**src/cibl_pkg.sv**
```systemverilog
`timescale 1ns / 1ps
// ----------------------------------------------------------------------------
// cibl_pkg
// Constant tables for the collision integral lookup: axis nodes, per-interval
// reciprocals and the Omega(2,2) table in units of 1e-5.
// ----------------------------------------------------------------------------
package cibl_pkg;

   localparam int TEMP_ROWS   = 37;
   localparam int DIPOLE_COLS = 8;
   localparam int LATENCY     = 10;

   localparam int T_IDX_W = $clog2(TEMP_ROWS - 1);
   localparam int D_IDX_W = $clog2(DIPOLE_COLS - 1);

   typedef logic [22:0] t_node_type;
   typedef logic [17:0] d_node_type;
   typedef logic [20:0] omega_type;
   typedef logic [16:0] frac_type;

   // T* nodes, Q7.16
   localparam t_node_type T_AXIS [TEMP_ROWS] = '{
      23'd6554, 23'd13107, 23'd19661, 23'd26214, 23'd32768, 23'd39322, 23'd45875,
      23'd52429, 23'd58982, 23'd65536, 23'd78643, 23'd91750, 23'd104858,
      23'd117965, 23'd131072, 23'd163840, 23'd196608, 23'd229376, 23'd262144,
      23'd327680, 23'd393216, 23'd458752, 23'd524288, 23'd589824, 23'd655360,
      23'd786432, 23'd917504, 23'd1048576, 23'd1179648, 23'd1310720,
      23'd1638400, 23'd1966080, 23'd2293760, 23'd2621440, 23'd3276800,
      23'd4915200, 23'd6553600
   };

   // rounded 2^32 / interval width
   localparam logic [19:0] T_RECIP [TEMP_ROWS-1] = '{
      20'd655420, 20'd655320, 20'd655420, 20'd655320, 20'd655320, 20'd655420,
      20'd655320, 20'd655420, 20'd655320, 20'd327685, 20'd327685, 20'd327660,
      20'd327685, 20'd327685, 20'd131072, 20'd131072, 20'd131072, 20'd131072,
      20'd65536, 20'd65536, 20'd65536, 20'd65536, 20'd65536, 20'd65536,
      20'd32768, 20'd32768, 20'd32768, 20'd32768, 20'd32768,
      20'd13107, 20'd13107, 20'd13107, 20'd13107, 20'd6554, 20'd2621, 20'd2621
   };

   // delta* nodes, Q2.16
   localparam d_node_type D_AXIS [DIPOLE_COLS] = '{
      18'd0, 18'd16384, 18'd32768, 18'd49152, 18'd65536, 18'd98304, 18'd131072,
      18'd163840
   };

   localparam logic [18:0] D_RECIP [DIPOLE_COLS-1] = '{
      19'd262144, 19'd262144, 19'd262144, 19'd262144, 19'd131072, 19'd131072,
      19'd131072
   };

   localparam omega_type OMEGA_ROM [TEMP_ROWS][DIPOLE_COLS] = '{
      '{21'd410050, 21'd426600, 21'd483300, 21'd574200, 21'd672900, 21'd862400, 21'd1034000, 21'd1189000},
      '{21'd326260, 21'd330500, 21'd351600, 21'd391400, 21'd443300, 21'd557000, 21'd663700, 21'd761800},
      '{21'd283990, 21'd283600, 21'd293600, 21'd316800, 21'd351100, 21'd432900, 21'd512600, 21'd587400},
      '{21'd253100, 21'd252200, 21'd258600, 21'd274900, 21'd300400, 21'd364000, 21'd428200, 21'd489500},
      '{21'd228370, 21'd227700, 21'd232900, 21'd246000, 21'd266500, 21'd318700, 21'd372700, 21'd424900},
      '{21'd208380, 21'd208100, 21'd213000, 21'd224300, 21'd241700, 21'd286200, 21'd332900, 21'd378600},
      '{21'd192200, 21'd192400, 21'd197000, 21'd207200, 21'd222500, 21'd261400, 21'd302800, 21'd343500},
      '{21'd179020, 21'd179500, 21'd184000, 21'd193400, 21'd207000, 21'd241700, 21'd278800, 21'd315600},
      '{21'd168230, 21'd168900, 21'd173300, 21'd182000, 21'd194400, 21'd225800, 21'd259600, 21'd293300},
      '{21'd159290, 21'd160100, 21'd164400, 21'd172500, 21'd183800, 21'd212400, 21'd243500, 21'd274600},
      '{21'd145510, 21'd146500, 21'd150400, 21'd157400, 21'd167000, 21'd191300, 21'd218100, 21'd245100},
      '{21'd135510, 21'd136500, 21'd140000, 21'd146100, 21'd154400, 21'd175400, 21'd198900, 21'd222800},
      '{21'd128000, 21'd128900, 21'd132100, 21'd137400, 21'd144700, 21'd163000, 21'd183800, 21'd205300},
      '{21'd122190, 21'd123100, 21'd125900, 21'd130600, 21'd137000, 21'd153200, 21'd171800, 21'd191200},
      '{21'd117570, 21'd118400, 21'd120900, 21'd125100, 21'd130700, 21'd145100, 21'd161800, 21'd179500},
      '{21'd109330, 21'd110000, 21'd111900, 21'd115000, 21'd119300, 21'd130400, 21'd143500, 21'd157800},
      '{21'd103880, 21'd104400, 21'd105900, 21'd108300, 21'd111700, 21'd120400, 21'd131000, 21'd142800},
      '{21'd99963, 21'd100400, 21'd101600, 21'd103500, 21'd106200, 21'd113300, 21'd122000, 21'd131900},
      '{21'd96988, 21'd97320, 21'd98300, 21'd99910, 21'd102100, 21'd107900, 21'd115300, 21'd123600},
      '{21'd92676, 21'd92910, 21'd93600, 21'd94730, 21'd96280, 21'd100500, 21'd105800, 21'd112100},
      '{21'd89616, 21'd89790, 21'd90300, 21'd91140, 21'd92300, 21'd95450, 21'd99550, 21'd104400},
      '{21'd87272, 21'd87410, 21'd87800, 21'd88450, 21'd89350, 21'd91810, 21'd95050, 21'd98930},
      '{21'd85379, 21'd85490, 21'd85800, 21'd86320, 21'd87030, 21'd89010, 21'd91640, 21'd94820},
      '{21'd83795, 21'd83880, 21'd84140, 21'd84560, 21'd85150, 21'd86780, 21'd88950, 21'd91600},
      '{21'd82435, 21'd82510, 21'd82730, 21'd83080, 21'd83560, 21'd84930, 21'd86760, 21'd89010},
      '{21'd80184, 21'd80240, 21'd80390, 21'd80650, 21'd81010, 21'd82010, 21'd83370, 21'd85040},
      '{21'd78363, 21'd78400, 21'd78520, 21'd78720, 21'd78990, 21'd79760, 21'd80810, 21'd82120},
      '{21'd76834, 21'd76870, 21'd76960, 21'd77120, 21'd77330, 21'd77940, 21'd78780, 21'd79830},
      '{21'd75518, 21'd75540, 21'd75620, 21'd75750, 21'd75920, 21'd76420, 21'd77110, 21'd77970},
      '{21'd74364, 21'd74380, 21'd74450, 21'd74550, 21'd74700, 21'd75120, 21'd75690, 21'd76420},
      '{21'd71982, 21'd72000, 21'd72040, 21'd72110, 21'd72210, 21'd72500, 21'd72890, 21'd73390},
      '{21'd70097, 21'd70110, 21'd70140, 21'd70190, 21'd70260, 21'd70470, 21'd70760, 21'd71120},
      '{21'd68545, 21'd68550, 21'd68580, 21'd68610, 21'd68670, 21'd68830, 21'd69050, 21'd69320},
      '{21'd67232, 21'd67240, 21'd67260, 21'd67280, 21'd67330, 21'd67430, 21'd67620, 21'd67840},
      '{21'd65099, 21'd65100, 21'd65120, 21'd65130, 21'd65160, 21'd65240, 21'd65340, 21'd65460},
      '{21'd61397, 21'd61410, 21'd61430, 21'd61450, 21'd61470, 21'd61480, 21'd61480, 21'd61470},
      '{21'd58870, 21'd58890, 21'd58940, 21'd59000, 21'd59030, 21'd59010, 21'd58950, 21'd58850}
   };

   localparam frac_type FRAC_ONE = 17'd65536;

   // half of 100000 * 65536, the final rounding offset
   localparam logic [53:0] ROUND_HALF = 54'd3276800000;
   // floor(2^43 / 3125)
   localparam logic [31:0] RECIP_3125 = 32'd2814749767;
   localparam logic [11:0] DIV_3125   = 12'd3125;

endpackage

```
**src/cibl_out_div.sv**
```systemverilog
`timescale 1ns / 1ps
// ----------------------------------------------------------------------------
// cibl_out_div
// Three-stage rounding divide of the blended value by 100000 * 65536.
// ----------------------------------------------------------------------------
module cibl_out_div import cibl_pkg::*; (
   input  logic        clock,
   input  logic        reset,
   input  logic        in_valid,
   input  logic [52:0] in_value,
   output logic        out_valid,
   output logic [19:0] out_value
);

   logic        a_vld_ff, b_vld_ff, c_vld_ff;
   logic [31:0] u_ff, u_in, u_b_ff;
   logic [63:0] prod_ff, prod_in;
   logic [19:0] q_ff, q_in;
   logic [53:0] sum;
   logic [20:0] q_est;
   logic [32:0] q_mul;
   logic [32:0] rem;

   // divide by 2^21 first, leaving a divide by 3125
   always_comb begin
      sum  = {1'b0, in_value} + ROUND_HALF;
      u_in = sum[52:21];
   end

   assign prod_in = 64'(u_ff) * 64'(RECIP_3125);

   // estimate is exact or one low
   always_comb begin
      q_est = prod_ff[63:43];
      q_mul = 33'(q_est) * 33'(DIV_3125);
      rem   = {1'b0, u_b_ff} - q_mul;
      if (rem >= 33'(DIV_3125)) begin
         q_in = q_est[19:0] + 20'd1;
      end else begin
         q_in = q_est[19:0];
      end
   end

   always_ff @(posedge clock) begin
      if (reset) begin
         a_vld_ff <= 1'b0;
         b_vld_ff <= 1'b0;
         c_vld_ff <= 1'b0;
      end else begin
         a_vld_ff <= in_valid;
         b_vld_ff <= a_vld_ff;
         c_vld_ff <= b_vld_ff;
      end
   end

   always_ff @(posedge clock) begin
      u_ff    <= u_in;
      u_b_ff  <= u_ff;
      prod_ff <= prod_in;
      q_ff    <= q_in;
   end

   assign out_valid = c_vld_ff;
   assign out_value = q_ff;

endmodule

```
**config.mk**
```make
export PLATFORM = sky130hd
export DESIGN_NAME = cibl_out_div
export DESIGN_NICKNAME = d
export VERILOG_FILES = /design/src/cibl_pkg.sv /design/src/cibl_out_div.sv
export SDC_FILE = /design/constraint.sdc
export NUM_CORES = 2
export LEC_CHECK = 0
export BUFFER_PORTS_ARGS = -buffer_cell sky130_fd_sc_hd__buf_2
export CAP_MARGIN = 20
export CORE_ASPECT_RATIO = 1.2
export CORE_MARGIN = 2
export CORE_UTILIZATION = 65
export CTS_CLUSTER_SIZE = 40
export DETAILED_ROUTE_END_ITERATION = 8
export GPL_ROUTABILITY_DRIVEN = 1
export PLACE_DENSITY = 0.85
export SYNTH_ARGS = -nofsm -noshare
export SYNTH_HDL_FRONTEND = slang
export SYNTH_SLANG_ARGS = --single-unit
```
**constraint.sdc**
```tcl
create_clock -name clock -period 22.8 [get_ports clock]
set_clock_uncertainty 0.05 [all_clocks]
set_input_delay 4.56 -clock clock [delete_from_list [all_inputs] [get_ports clock]]
set_output_delay 4.56 -clock clock [all_outputs]
set_load 0.05 [all_outputs]
```
==> reports/results.tsv <==
stage	metric	value	unit
final_layout	Core Util, Final	69.7	%
job	max-capacitance violation count	0	
synthesis	Top FF cell, synth	dfxtp_1	
route	DRC viols	0	
synthesis	adder-cell share of the synthesized area	66.9	%
synthesis	simple-gate portion of the synthesized area	4.92	%
final_layout	sequential cell area	0.00216	mm2
synthesis	Synth area leader	fa_1	
route	initial detailed-routing violation count	942	
route	vias	17500	
hold_path	Hold Path Class	reg -> reg	
final_layout	multi-input logic area	0.0207	mm2
synthesis	Post-synth EDFFs	0	
route	post-route ant nets	0	
global_route	global route overflow	0	
route	Avg WL per Cell	20.0	um
hold_path	startpoint of the worst hold path	b_vld_ff	
die	Die Ht	222	um
sta	RSZ-0062 raised after global routing	false	
sta	Period Utilization, post-route	37.3	%
die	CORE AREA	0.0389	mm2
cts	CTS buffer count	9	
die	# rows	79	
synthesis	FF+latch count, synth	108	
hold_path	WHS Path Cells	1	
sta	fmax	118	MHz
global_route	first-pass GRT wire length	101000	um
placed_design	hpwl dp	52800	um
worst_setup_path	CP peak stage delay	880	ps
synthesis	share of the synthesized area in compound gates (AO/OA/AOI/OAI)	4.86	%
synthesis	Unique masters post-synth	64	
synthesis	fraction of registers with async set/reset	0	%
cts	CTS root buf	clkbuf_16	
synthesis	sequential area share after synthesis	8.39	%
worst_setup_path	FF-to-FF path depth	24	
synthesis	ranking of synthesized cells by area	fa_1 (40%), ha_1 (27%), inv_1 (11%), dfxtp_1 (8.4%), xnor2_1 (1.7%)	
sta	Final Max Tran Viols	0	
cts	Bufs on Longest Clock Path	2	
worst_setup_path	Worst setup EP type	register	
cts	CTS tree	yes	
cts	Worst-path clk slew	90	ps
cts	Post-CTS Setup Bufs	0	
sta	Slew HR	33.0	%
global_route	GRT Total Usage	32.4	%
worst_setup_path	Crit path arrival time	8730	ps
global_route	vias in the first global route	20200	
placed_design	worst slack, placed	14460	ps
sta	setup tns final	0	ps
synthesis	Synthesized Nets	3637	
global_route	largest net degree at the start of global routing	22	
route	DRT Wirelength	62300	um
synthesis	Yosys top cell area share	39.8	%
synthesis	cell count after synthesis	2510	
worst_setup_path	Worst EP required	23020	ps
worst_setup_path	critical path cell sequence	inv_1 > fa_1 > inv_1 > ha_1 > inv_1 > fa_1 > inv_1 > fa_1 > fa_1 > fa_1 > fa_1 > fa_1 > ha_1 > nand3_1 > nor2_1 > nand3_1 > a31oi_1 > o2111ai_1 > a211oi_1 > nor3_1 > nor3b_1 > o21ai_1 > a21oi_1 > a31oi_1	
global_route	antenna violations before repair	0	
worst_setup_path	slowest cell on the critical path	dfxtp_1	
final_layout	Syn-to-layout area delta	5.28	%
final_layout	ANT cells	0	
final_layout	Net count, final	3715	
cts	clk_lat worst skew	410	ps
worst_setup_path	Reg-to-Reg End	prod_ff[63]	
worst_setup_path	RR Startpoint	u_ff[5]	
sta	final setup violation count	0	
sta	final setup margin	14290	ps
placed_design	Port-buffer cells	56	
die	Die Wd	186	um
final_layout	layout cell share with drive strength beyond 1	4.17	%
sta	endpoints failing hold	0	
worst_setup_path	type of origin of the critical path	register	
worst_setup_path	reg2reg setup slack	14290	ps
cts	hold_buf cts	0	
die	Starting Density	66.2	%
synthesis	largest family of logic cells by synthesized area	adder cells	
sta	Tmin final	8510	ps
synthesis	Avg Inst Size Synth	10.3	um2
worst_setup_path	critical-path maximum fanout	12	
worst_setup_path	Crit Path Class	reg -> reg	
cts	cts repair resizes	0	
sta	worst-margin pin slew	1000	ps
synthesis	Synth Area in XOR/XNOR	3.02	%
die	I/O pin count	77	
worst_setup_path	CP most frequent cell	fa_1	
route	drt pass-1 iters	5	
final_layout	Layout fillers	2764	
hold_path	Hold Path End	out_valid	
die	die area	0.0413	mm2
run_status	status	finished, final reports clean	
synthesis	Mapped Area	0.0258	mm2
synthesis	Synthesis Warnings	0	
sta	WHS	391	ps
cts	H-tree depth	3	
synthesis	proportion of synthesized area in mux cells	0.442	%
route	via density per instance	5.62	
placed_design	gp weighted congestion	0.924	
cts	Sink Count	108	
-- cell usage after synthesis (13+ instances only) --
master / count
inv_1: 773
ha_1: 559
fa_1: 512
dfxtp_1: 108
nand2_1: 71
a21oi_1: 67
xnor2_1: 51
nor2_1: 45
xor2_1: 38
o21ai_0: 35
nand3_1: 33
nor3_1: 20
nand4_1: 16
and3_1: 14
nor2b_1: 13
-- registers in the layout (all words and copies together), names as in the netlist --
name,cells
a_vld_ff,1
b_vld_ff,1
out_valid,1
out_value,20
prod_ff,22
u_b_ff,31
u_ff,32
-- placed cells by master (no fill, tap or decap), drive strengths merged, types with 8 or more instances in the layout --
cell type	n
o21ai	39
nor3	21
nand2	71
nand2b	10
o211ai	10
xor2	38
dfxtp	108
nand4	16
and3	14
buf	79
a21o	10
ha	559
nor2b	13
clkbuf	9
inv	776
a31oi	8
mux2i	8
nor2	45
fa	512
a21oi	69
nand3	33
xnor2	51
-- critical path, delay by kind of cell (launching register included) --
kind | cells | cell delay [ps]
fa+ha+maj | 9 | 3930
compound gates | 6 | 1760
simple gates | 5 | 1160
buf+inv | 4 | 600
flops | 1 | 880
-- per-layer routing --
metal / part of all wire, % / global-route usage [%] / wire (um) / up-vias
met5: 0 / 0 / 0 / -
met4: 6.6 / 19.4 / 4140 / 0
met3: 5.8 / 4.49 / 3580 / 241
met2: 51 / 56.8 / 32000 / 651
met1: 36 / 37.5 / 22600 / 8736
li1: - / - / - / 7886
-- cell families (layout without fill, tap and decap cells) --
logic type,count (synthesis),in the layout
buf+inv,785,868
flops,108,108
mux,11,11
simple gates,253,253
fa+ha+maj,1071,1071
xor+xnor,89,89
compound gates,193,193
-- cell type report --
cell class,count,share of cell area (%)
inverters,773,10.7
repair buffers,79,1.67
flip-flops and latches,108,7.97
clock buffers,9,0.830
well taps,526,2.42
multi-input cells,1617,76.1
clock inverters,7,0.286
-- stage by stage --
| step | cell area, um2 | instances |
|---|---|---|
| floorplan | 25800 | 2510 |
| global placement | 26800 | 3103 |
| detailed placement | 26800 | 3103 |
| CTS | 27100 | 3119 |
| global route | 27100 | 3119 |
| finish | 27100 | 3119 |
-- worst max path at each step --
stage / from / to / depth (start not counted)
6_report: u_ff[5] / prod_ff[63] / 24
2_1_floorplan: u_ff[17] / prod_ff[57] / 24
3_3_place_gp: u_ff[5] / prod_ff[63] / 26
4_1_cts: u_ff[5] / prod_ff[63] / 26
5_1_grt: u_ff[5] / prod_ff[63] / 24
3_5_place_dp: u_ff[5] / prod_ff[63] / 24
Power is not shown: default switching activity piles up to over one toggle a cycle in this logic, so the estimate is an artifact.
